File: src/sv/gsri_pkg.sv
`default_nettype none
package gsri_pkg;

   // bus access opcodes
   localparam logic OP_READ  = 1'b0;
   localparam logic OP_WRITE = 1'b1;

   // bus window offsets
   localparam logic [7:0] ADDR_DATA      = 8'hC4;
   localparam logic [7:0] ADDR_DIRECTION = 8'hC6;
   localparam logic [7:0] ADDR_READ_EN   = 8'hC8;

   localparam logic [3:0] DIRECTION_MASK = 4'hF;
   localparam logic [7:0] CONTROL_MASK   = 8'h6A;

   // serial protocol phases
   localparam logic [2:0] PH_START   = 3'd0;
   localparam logic [2:0] PH_READY   = 3'd1;
   localparam logic [2:0] PH_COMMAND = 3'd2;
   localparam logic [2:0] PH_READ    = 3'd3;
   localparam logic [2:0] PH_WRITE   = 3'd4;
   localparam logic [2:0] PH_END     = 3'd5;

   // rtc register numbers
   localparam logic [2:0] RTC_RESET    = 3'd0;
   localparam logic [2:0] RTC_CONTROL  = 3'd1;
   localparam logic [2:0] RTC_DATETIME = 3'd2;
   localparam logic [2:0] RTC_TIME     = 3'd3;
   localparam logic [2:0] RTC_ALARM_A  = 3'd4;
   localparam logic [2:0] RTC_ALARM_B  = 3'd5;
   localparam logic [2:0] RTC_IRQ      = 3'd6;
   localparam logic [2:0] RTC_SCRATCH  = 3'd7;

   // parameter bytes per register
   localparam logic [2:0] REG_SIZE [0:7] = '{3'd0, 3'd1, 3'd7, 3'd3, 3'd2, 3'd3, 3'd0, 3'd1};

   localparam logic [7:0] DATE_RESET [0:3] = '{8'h00, 8'h01, 8'h01, 8'h00};

   localparam logic [3:0] BITS_PER_BYTE = 4'd8;

   typedef struct packed {
      logic       op;
      logic [7:0] address;
      logic [7:0] write_data;
   } gsri_req_type;

   // time byte slot for a given register and byte number
   function automatic logic [1:0] gsri_time_index(input logic [2:0] reg_num,
                                                  input logic [2:0] n);
      logic [1:0] idx;
      idx = 2'd0;
      if (reg_num == RTC_DATETIME) begin
         case (n)
            3'd5:    idx = 2'd1;
            3'd6:    idx = 2'd2;
            default: idx = 2'd0;
         endcase
      end else begin
         case (n)
            3'd1, 3'd4, 3'd7: idx = 2'd1;
            3'd2, 3'd5:       idx = 2'd2;
            default:          idx = 2'd0;
         endcase
      end
      return idx;
   endfunction

endpackage
`default_nettype wire

File: src/sv/gsri_protocol.sv
`default_nettype none
module gsri_protocol (
   input  wire logic                  clock,
   input  wire logic                  reset,
   input  wire gsri_pkg::gsri_req_type req,
   input  wire logic                  req_go,
   output logic [7:0]                 read_data
);
   import gsri_pkg::*;

   logic [3:0] dir_ff, dir_in;
   logic       flag_ff, flag_in;
   logic       clk_ff, clk_in;
   logic       sel_ff, sel_in;
   logic [7:0] sr_ff, sr_in;
   logic [3:0] bc_ff, bc_in;
   logic [2:0] byte_ff, byte_in;
   logic [2:0] reg_ff, reg_in;
   logic [2:0] phase_ff, phase_in;
   logic [7:0] ctrl_ff, ctrl_in;
   logic [7:0] date_ff [0:3];
   logic [7:0] date_in [0:3];
   logic [7:0] time_ff [0:2];
   logic [7:0] time_in [0:2];

   logic [1:0] tidx;
   logic [7:0] cur_byte;
   logic       shift_ok;
   logic [7:0] sr_step;
   logic [3:0] bc_step;
   logic [2:0] byte_step;
   logic [2:0] cmd_reg;

   assign tidx = gsri_time_index(reg_ff, byte_ff);

   // byte currently presented by a read transfer
   always_comb begin
      case (reg_ff)
         RTC_CONTROL:  cur_byte = ctrl_ff;
         RTC_DATETIME: cur_byte = byte_ff[2] ? time_ff[tidx] : date_ff[byte_ff[1:0]];
         RTC_TIME:     cur_byte = time_ff[tidx];
         RTC_ALARM_A, RTC_ALARM_B, RTC_SCRATCH: cur_byte = 8'hFF;
         default:      cur_byte = 8'h00;
      endcase
   end

   always_comb begin
      dir_in   = dir_ff;
      flag_in  = flag_ff;
      clk_in   = clk_ff;
      sel_in   = sel_ff;
      sr_in    = sr_ff;
      bc_in    = bc_ff;
      byte_in  = byte_ff;
      reg_in   = reg_ff;
      phase_in = phase_ff;
      ctrl_in  = ctrl_ff;
      date_in  = date_ff;
      time_in  = time_ff;
      read_data = 8'h00;
      shift_ok  = 1'b0;
      sr_step   = sr_ff;
      bc_step   = bc_ff;
      byte_step = byte_ff;
      cmd_reg   = reg_ff;

      if (req.op == OP_WRITE) begin
         unique case (req.address)
            ADDR_DIRECTION: dir_in  = req.write_data[3:0] & DIRECTION_MASK;
            ADDR_READ_EN:   flag_in = req.write_data[0];
            ADDR_DATA: begin
               if (dir_ff[2]) clk_in = req.write_data[2];
               if (dir_ff[0]) sel_in = req.write_data[0];
               shift_ok = dir_ff[1] && sel_in;
               unique case (phase_ff)
                  PH_START: begin
                     if (!clk_in && sel_in) phase_in = PH_READY;
                  end
                  PH_READY: begin
                     if (clk_in) begin
                        phase_in = PH_COMMAND;
                        sr_in    = 8'h00;
                        bc_in    = 4'd0;
                     end
                  end
                  PH_COMMAND: begin
                     // command shifts in msb first
                     if (shift_ok) begin
                        sr_step = {sr_ff[6:0], req.write_data[1]};
                        bc_step = bc_ff + 4'd1;
                     end
                     sr_in = sr_step;
                     bc_in = bc_step;
                     if (bc_step == BITS_PER_BYTE) begin
                        cmd_reg  = sr_step[3:1];
                        phase_in = sr_step[0] ? PH_READ : PH_WRITE;
                        reg_in   = cmd_reg;
                        sr_in    = 8'h00;
                        bc_in    = 4'd0;
                        byte_in  = 3'd0;
                        if (REG_SIZE[cmd_reg] == 3'd0) begin
                           if (cmd_reg == RTC_RESET) begin
                              ctrl_in = 8'h00;
                              date_in = DATE_RESET;
                              time_in = '{8'h00, 8'h00, 8'h00};
                           end
                           phase_in = PH_END;
                        end
                     end
                  end
                  PH_WRITE: begin
                     // parameter bytes shift in lsb first
                     if (shift_ok) begin
                        sr_step = {req.write_data[1], sr_ff[7:1]};
                        bc_step = bc_ff + 4'd1;
                     end
                     sr_in = sr_step;
                     bc_in = bc_step;
                     if (bc_step == BITS_PER_BYTE) begin
                        case (reg_ff)
                           RTC_CONTROL: ctrl_in = sr_step & CONTROL_MASK;
                           RTC_DATETIME: begin
                              if (byte_ff[2]) time_in[tidx] = sr_step;
                              else date_in[byte_ff[1:0]] = sr_step;
                           end
                           RTC_TIME: time_in[tidx] = sr_step;
                           default: ;
                        endcase
                        byte_step = byte_ff + 3'd1;
                        byte_in   = byte_step;
                        if (byte_step == REG_SIZE[reg_ff]) phase_in = PH_END;
                        sr_in = 8'h00;
                        bc_in = 4'd0;
                     end
                  end
                  PH_END: begin
                     if (!clk_in) phase_in = PH_START;
                  end
                  default: ;
               endcase
            end
            default: ;
         endcase
      end else begin
         unique case (req.address)
            ADDR_DIRECTION: read_data = {4'h0, dir_ff};
            ADDR_READ_EN:   read_data = {7'h00, flag_ff};
            ADDR_DATA: begin
               if (!dir_ff[1] && (phase_ff == PH_READ) && sel_ff) begin
                  read_data = {6'h00, cur_byte[bc_ff[2:0]], 1'b0};
                  bc_step   = bc_ff + 4'd1;
                  bc_in     = bc_step;
                  if (bc_step == BITS_PER_BYTE) begin
                     byte_step = byte_ff + 3'd1;
                     byte_in   = byte_step;
                     if (byte_step == REG_SIZE[reg_ff]) phase_in = PH_END;
                     bc_in = 4'd0;
                  end
               end
            end
            default: read_data = 8'h00;
         endcase
      end
   end

   always_ff @(posedge clock) begin
      if (reset) begin
         dir_ff   <= 4'h0;
         flag_ff  <= 1'b0;
         clk_ff   <= 1'b0;
         sel_ff   <= 1'b0;
         sr_ff    <= 8'h00;
         bc_ff    <= 4'd0;
         byte_ff  <= 3'd0;
         reg_ff   <= RTC_RESET;
         phase_ff <= PH_START;
         ctrl_ff  <= 8'h00;
         date_ff  <= DATE_RESET;
         time_ff  <= '{8'h00, 8'h00, 8'h00};
      end else if (req_go) begin
         dir_ff   <= dir_in;
         flag_ff  <= flag_in;
         clk_ff   <= clk_in;
         sel_ff   <= sel_in;
         sr_ff    <= sr_in;
         bc_ff    <= bc_in;
         byte_ff  <= byte_in;
         reg_ff   <= reg_in;
         phase_ff <= phase_in;
         ctrl_ff  <= ctrl_in;
         date_ff  <= date_in;
         time_ff  <= time_in;
      end
   end

endmodule
`default_nettype wire

File: src/sv/gpio_serial_rtc_interface_core.sv
`default_nettype none
// channel  | direction | ports                                   | handshake
// req      | in        | req_op, req_address, req_write_data     | req_valid / req_stall
// rsp      | out       | rsp_read_data                           | rsp_valid / rsp_stall
//
// one transaction per cycle sustained while req_stall stays low; a read result reaches
// rsp through the input register, then the protocol step into the result register
// write transactions produce no result and pass the result register even while it is full
// synchronous active-high reset returns the rtc registers and the serial phase to defaults
// req_stall rises only while a read waits on a full, stalled result register
module gpio_serial_rtc_interface_core (
   input  wire logic       clock,
   input  wire logic       reset,
   input  wire logic       req_valid,
   output logic            req_stall,
   input  wire logic       req_op,
   input  wire logic [7:0] req_address,
   input  wire logic [7:0] req_write_data,
   output logic            rsp_valid,
   input  wire logic       rsp_stall,
   output logic [7:0]      rsp_read_data
);
   import gsri_pkg::*;

   // input register
   logic         in_valid_ff;
   gsri_req_type in_req_ff;

   // result register
   logic         rsp_valid_ff, rsp_valid_in;
   logic [7:0]   rsp_data_ff;

   logic         go;
   logic         is_read;
   logic [7:0]   step_data;

   assign is_read = (in_req_ff.op == OP_READ);

   // a held transaction steps when it makes no result or the result slot frees up
   assign go        = in_valid_ff && (!is_read || !rsp_valid_ff || !rsp_stall);
   assign req_stall = in_valid_ff && !go;

   always_ff @(posedge clock) begin
      if (reset) begin
         in_valid_ff <= 1'b0;
      end else if (!req_stall) begin
         in_valid_ff <= req_valid;
      end
   end

   // payload register, no reset needed
   always_ff @(posedge clock) begin
      if (req_valid && !req_stall) begin
         in_req_ff <= '{op: req_op, address: req_address, write_data: req_write_data};
      end
   end

   // serial rtc protocol engine and its register file
   gsri_protocol u_protocol (
      .clock     (clock),
      .reset     (reset),
      .req       (in_req_ff),
      .req_go    (go),
      .read_data (step_data)
   );

   always_comb begin
      rsp_valid_in = rsp_valid_ff;
      if (go && is_read) begin
         rsp_valid_in = 1'b1;
      end else if (!rsp_stall) begin
         rsp_valid_in = 1'b0;
      end
   end

   always_ff @(posedge clock) begin
      if (reset) begin
         rsp_valid_ff <= 1'b0;
      end else begin
         rsp_valid_ff <= rsp_valid_in;
      end
   end

   always_ff @(posedge clock) begin
      if (go && is_read) begin
         rsp_data_ff <= step_data;
      end
   end

   assign rsp_valid     = rsp_valid_ff;
   assign rsp_read_data = rsp_data_ff;

endmodule
`default_nettype wire

File: config.mk
export PLATFORM = sky130hd
export DESIGN_NAME = gpio_serial_rtc_interface_core
export DESIGN_NICKNAME = d
export VERILOG_FILES = /design/src/sv/gsri_pkg.sv /design/src/sv/gsri_protocol.sv /design/src/sv/gpio_serial_rtc_interface_core.sv
export SDC_FILE = /design/constraint.sdc
export NUM_CORES = 1
export LEC_CHECK = 0
export ABC_AREA = 1
export BUFFER_PORTS_ARGS = -buffer_cell sky130_fd_sc_hd__buf_4
export CORE_MARGIN = 10
export CORE_UTILIZATION = 60
export CTS_CLUSTER_DIAMETER = 150
export DETAILED_ROUTE_END_ITERATION = 6
export PLACE_DENSITY = 0.78
export SYNTH_ARGS = -nofsm -noshare
export SYNTH_HDL_FRONTEND = slang
export SYNTH_SLANG_ARGS = --single-unit
File: constraint.sdc
create_clock -name clock -period 6.9 [get_ports clock]
set_input_delay 0.69 -clock clock [delete_from_list [all_inputs] [get_ports clock]]
set_output_delay 0.69 -clock clock [all_outputs]
set_load 0.01 [all_outputs]
# Word level (Yosys, flattened, before mapping)
# Memories as Yosys holds them, arrays and structs flattened.
# Cells that the tools add are included.
# word_totals
ff_bits	115
rom_bits	48
input_bits	21
wordCells	227
mem_count	2
# mem_list
memory	words	width	rd	rd_ports_with_merged_regs	write_ports	line	text
(name not given)	8	3	1	0	0	gsri_protocol.sv:131	if (byte_step == REG_SIZE[reg_ff]) phase_in = PH_END;
(name not given)	8	3	1	0	0	gsri_protocol.sv:101	if (REG_SIZE[cmd_reg] == 3'd0) begin
# op_classes
n_addsub	2
magnitude_cmp	7
n_eq_ne	44
mux	103
n_bitwise	5
reduce_logical	40
# op_table
cell	count
$mux W32	6
$mux W8	23
$mux W24	5
$pmux W24 S2	2
$mux W3	24
$pmux W32 S2	1
$mux W4	15
$pmux W8 S3	2
$bmux W8 S2	2
$bwmux W32	1
$demux W8 S2	2
$pmux W8 S4	1
$reduce_and A10 Y1	3
$eq A3 B3 Y1 const B	9
$bwmux W24	1
$eq A8 B8 Y1 const B	3
$ne A3 B2 Y1 const B	6
$pmux W8 S2	1
$eq A3 B2 Y1 const B	5
$pmux W3 S5	1
$reduce_and A5 Y1	3
$ne A2 B1 Y1 const B	7
$eq A4 B4 Y1 const B	3
$pmux W4 S3	1
other kinds (34)	74

# Logic depth before layout (Yosys ltp)
# depth
ltp_word	18
depth_mapped	20
mapped_depth_nobuf	18

# Cells and area by module
# From an unflattened synthesis, not the netlist that was laid out.
# unflattened
hier_cells	849
hier_area_um2	6044.5
# modules_own_cells
module	n_inst	cells_each	area_per_inst_um2	seq_area_each_um2
gsri_protocol	1	806	5186.2	1761.7
gpio_serial_rtc_interface_core	1	43	858.3	790.8

# Worst setup path after synthesis
# No wires, ideal clock.
# synth_timing
kind	reg-to-reg
from	register u_protocol.byte_ff[0]
to	register rsp_data_ff[1] (netlist: rsp_read_data[1]) (data pin)
setup_ns	0.268
t_arrival_ns	2.263
setup_slack_ns	4.369
stages_incl_launch_ff	18
n_path_buf	3
cell_sequence	dfxtp_1 clkbuf_1 inv_1 clkbuf_1 ha_1 nand2_1 nand3_1 nand2_1 nand2_1 buf_2 o21ai_0 nand2_1 nand2_1 nand2_1 nand3_1 nand3_1 nand3_1 a21oi_1
# synth_via
elab_chain_cells	14
# synth_lines
element	line	text
start, declared	gsri_protocol.sv:17	logic [2:0] byte_ff, byte_in;
start signal, assigned	gsri_protocol.sv:187	byte_ff <= byte_in;
$eq A3 B1 Y1, or another cell as far along	gsri_pkg.sv:59	case (n)
$reduce_or A3 Y1 or $reduce_or A2 Y1 (tied branches)	gsri_pkg.sv:59	
$pmux W2 S2	gsri_pkg.sv:59	
$mux W2	gsri_pkg.sv:52	if (reg_num == RTC_DATETIME) begin
$not A2 Y3 (implied by the code)	gsri_protocol.sv:40, gsri_protocol.sv:41	
$bmux W8 S2	gsri_protocol.sv:40, gsri_protocol.sv:41	
$mux W8 (implied by the code) (2 in a row)	gsri_protocol.sv:40, gsri_protocol.sv:41	
$mux W8	gsri_protocol.sv:40	RTC_DATETIME: cur_byte = byte_ff[2] ? time_ff[tidx] : date_ff[byte_ff[1:0]];
$pmux W8 S4 (*)	gsri_protocol.sv:38	case (reg_ff)
$bmux W1 S3 (*)	gsri_protocol.sv:150	read_data = {6'h00, cur_byte[bc_ff[2:0]], 1'b0};
$mux W1 (implied by the code) (*)	gsri_protocol.sv:150	
$mux W2 (*)	gsri_protocol.sv:149	if (!dir_ff[1] && (phase_ff == PH_READ) && sel_ff) begin
$pmux W8 S3 (*)	gsri_protocol.sv:145	unique case (req.address)
end signal, assigned	gpio_serial_rtc_interface_core.sv:86	rsp_data_ff <= step_data;
end, declared	gpio_serial_rtc_interface_core.sv:31	logic [7:0] rsp_data_ff;
# Mark *: on every way between the ends. The rest lies on a longest branch, timed or not. The select of a mux whose other input is x is not followed.
# A chain may end at the register's enable or synchronous reset.

# Worst setup path after layout
# Ends and elaborated chain as after synthesis.

==> results.sh <==
export IMPL_drv_slew=0
export IMPL_hold_ws_ns=0.446
export IMPL_crit_type="reg2reg"
export IMPL_crit_fanout=21
export IMPL_numCtsBuffers=9
export IMPL_ys_seq_elements=107
export IMPL_htree_levels=3
export IMPL_area_delta_synth_final_pct=5.37
export IMPL_path_depth=17
export IMPL_synth_area_leaders="dfxtp_1 30%, nand2_1 15%, nand3_1 9.4%, edfxtp_1 8.6%, a21oi_1 7.4%"
export IMPL_gp_congestion=0.964
export IMPL_drt_wl_total_um=15900
export IMPL_netSwitchingFraction_pct=25.2
export IMPL_drive_above_1_share_pct=8.79
export IMPL_yosys_warnings=0
export IMPL_cts_resized=0
export IMPL_end_kind="flip-flop"
export IMPL_place_port_buffers=22
export IMPL_fin_tns_setup_ns=0
export IMPL_grt_pass1_vias=5288
export IMPL_cts_sinks=107
export IMPL_cts_clk_slew_worst_paths_ns=0.11
export IMPL_fin_crit_ns=4.14
export IMPL_track_usage_pct=21.8
export IMPL_dp_hpwl_um=11400
export IMPL_required_ns=7.17
export IMPL_hold_depth=1
export IMPL_post_drt_wl_per_cell_um=15.8
export IMPL_antenna_found_initial=0
export IMPL_core_sq_um=9680
export IMPL_power_switching_uw=265
export IMPL_ctsRootBufferMaster="clkbuf_8"
export IMPL_worst_r2r_startpoint="u_protocol.byte_ff[0]$_SDFFE_PP0P_"
export IMPL_grt_pass1_wl_um=25600
export IMPL_synth_distinct_cells=43
export IMPL_power_frac_seq_pct=61.1
export IMPL_slew_headroom_pct=44.1
export IMPL_io_pins=31
export IMPL_crit_top_cell="nand2_1"
export IMPL_drt_pass1_iterations=6
export IMPL_worst_pin_slew_ns=0.837
export IMPL_fmax_mhz=241
export IMPL_path_buf_inv=1
export IMPL_vdd_drop_max_mv=0.197
export IMPL_fin_cells=1009
export IMPL_routed_via_density=5.77
export IMPL_clock_path_buffers=2
export IMPL_power_mw=1.05
export IMPL_die_width_um=119
export IMPL_syn_avg_cell_area_sq_um=6.81
export IMPL_pwr_density_cell_nw_per_um2=168
export IMPL_fin_util_pct=64.4
export IMPL_place_area_sq_um=6060
export IMPL_setup_slack_ns=2.76
export IMPL_power_leakage_nw=2.53
export IMPL_post_place_cells=993
export IMPL_crit_chain="inv_1 > ha_1 > nand2_1 > nand3_1 > nand2_1 > nand2_1 > nor2_2 > nand2_1 > nand2_1 > nand2_1 > nand2_1 > nand2_1 > nand2_1 > nand2_1 > nand2_1 > nand3_1 > a21oi_1"
export IMPL_drc=0
export IMPL_maxCapViolCount=0
export IMPL_die_y_um=119
export IMPL_cts_setup_buffers=0
export IMPL_num_vias=5824
export IMPL_min_path_type="in2reg"
export IMPL_regArea_sq_um=2310
export IMPL_synth_edf_count=17
export IMPL_start_kind="flip-flop"
export IMPL_grt_max_degree=69
export IMPL_worst_path_max_delay_cell="dfxtp_1"
export IMPL_fillers=912
export IMPL_dr_first_iter_drc_count=729
export IMPL_max_stage_delay_ns=0.80
export IMPL_p_comb_share_pct=3.1
export IMPL_diodes=0
export IMPL_synth_top_area_cell="dfxtp_1"
export IMPL_clk_insertion_delay_late_ns=0.41
export IMPL_synthFlopType="dfxtp_1"
export IMPL_tritoncts="done"
export IMPL_worstPathArrival_ns=4.41
export IMPL_nets=899
export IMPL_outcome="finished clean"
export IMPL_hp_start="req_address[4]"
export IMPL_die_area_sq_um=14200
export IMPL_final_setup_viol_count=0
export IMPL_pwr_share_clk_pct=35.8
export IMPL_post_place_ws_ns=2.96
export IMPL_rsz0062_at_grt="no"
export IMPL_timing_final_crit_share_pct=60.1
export IMPL_grt_ovfl_total=0
export IMPL_worstSetupStartpoint="u_protocol.byte_ff[0]$_SDFFE_PP0P_"
export IMPL_hold_viol=0
export IMPL_crit_family="simple AND/OR/NAND/NOR gates"
export IMPL_syn_area_sq_um=5920
export IMPL_skew_ns=0.0159
export IMPL_r2r_cells=17
export IMPL_async_reset_ff_share_pct=0
export IMPL_syn_inst=870
export IMPL_rows=36
export IMPL_synth_top_area_share_pct=30.4
export IMPL_final_cell_area_sq_um=6240
export IMPL_antenna_left=0
export IMPL_hold_buffers=0
export IMPL_start_util_pct=61.1
export IMPL_ys_seq_area_share_pct=39.0
export IMPL_multiInputGateArea_sq_um=3050
export IMPL_internal_power_uw=786
[metal layers]
metal	GRT usage (%)	part of all wire [%]	vias up
met1	27.2	42	2688
met2	35.2	47	254
li1	-	-	2834
met5	0	0	-
met3	5.72	7.4	48
met4	8.90	3.6	0
[power by group through the flow]
stage	Sequential, mW	Combinational, mW	Clock (mW)
floorplan	0.655	0.0206	0
finish	0.642	0.0321	0.377
detailed placement	0.657	0.0320	0
CTS	0.642	0.0320	0.381
global route	0.643	0.0353	0.402
global placement	0.657	0.0311	0
[layout make-up]
| type | count | share of cell area, % |
|---|---|---|
| multi-input cells | 634 | 48.9 |
| flip-flops and latches | 107 | 37.1 |
| clock inverters | 7 | 0.902 |
| clock buffers | 9 | 1.99 |
| inverters | 97 | 5.84 |
| repair buffers | 22 | 2.65 |
| well taps | 133 | 2.67 |
[final timing paths]
| check | end | slack, ns |
|---|---|---|
| setup / recovery | rsp_read_data[1]$_SDFFCE_PP0P_ | 2.76 |
| hold / removal | in_req_ff[12]$_DFFE_PP_ | 0.45 |
| setup reg to reg | rsp_read_data[1]$_SDFFCE_PP0P_ | 2.76 |
| hold reg to reg | u_protocol.time_ff[16]$_SDFFE_PP0P_ | 0.47 |
[state kept, by name, indices dropped and copies added (netlist names), 3 cells and up]
register             count
u_protocol.phase_ff      3
u_protocol.reg_ff        3
u_protocol.byte_ff       3
u_protocol.bc_ff         4
rsp_read_data            4
u_protocol.dir_ff        4
u_protocol.date_ff      32
u_protocol.ctrl_ff       4
u_protocol.time_ff      24
u_protocol.sr_ff         8
in_req_ff               13
[kinds of logic after synthesis]
logic type / Yosys count / synth area share, %
adders and majority gates: 7 / 1.48
and+or+nand+nor: 469 / 35.5
AOI/OAI and AO/OA: 150 / 13.7
DFF: 107 / 39.0
xor gates and xnor gates: 4 / 0.592
other: 1 / 0.0633
buffers and inverters: 132 / 9.61
[cell usage in the layout, fill, tap and decap left out, types with 3 or more instances in the layout]
cell	Yosys	routed
nor3_1	8	8
inv_6	0	5
nand2_2	13	13
nand3b_1	8	8
nand2_1	235	235
nand4_1	6	6
conb_1	1	4
dfxtp_1	90	90
nor2_2	6	6
o21ai_2	5	5
inv_2	3	3
edfxtp_1	17	17
nand3_1	111	111
nor2_1	69	69
ha_1	7	7
o21ai_0	37	37
clkbuf_8	0	9
xor2_1	3	3
a211oi_1	4	4
o21ai_1	3	3
a31oi_1	3	3
a21oi_1	88	88
buf_4	6	22
inv_1	92	92
[Yosys cell counts (8+ instances only)]
master and instances:
nand2_1 235, nand3_1 111, inv_1 92, dfxtp_1 90
a21oi_1 88, nor2_1 69, o21ai_0 37, clkbuf_1 17
edfxtp_1 17, nand2_2 13, nand3b_1 8, nor3_1 8
Note: power is estimated with default switching activity, not from simulation.
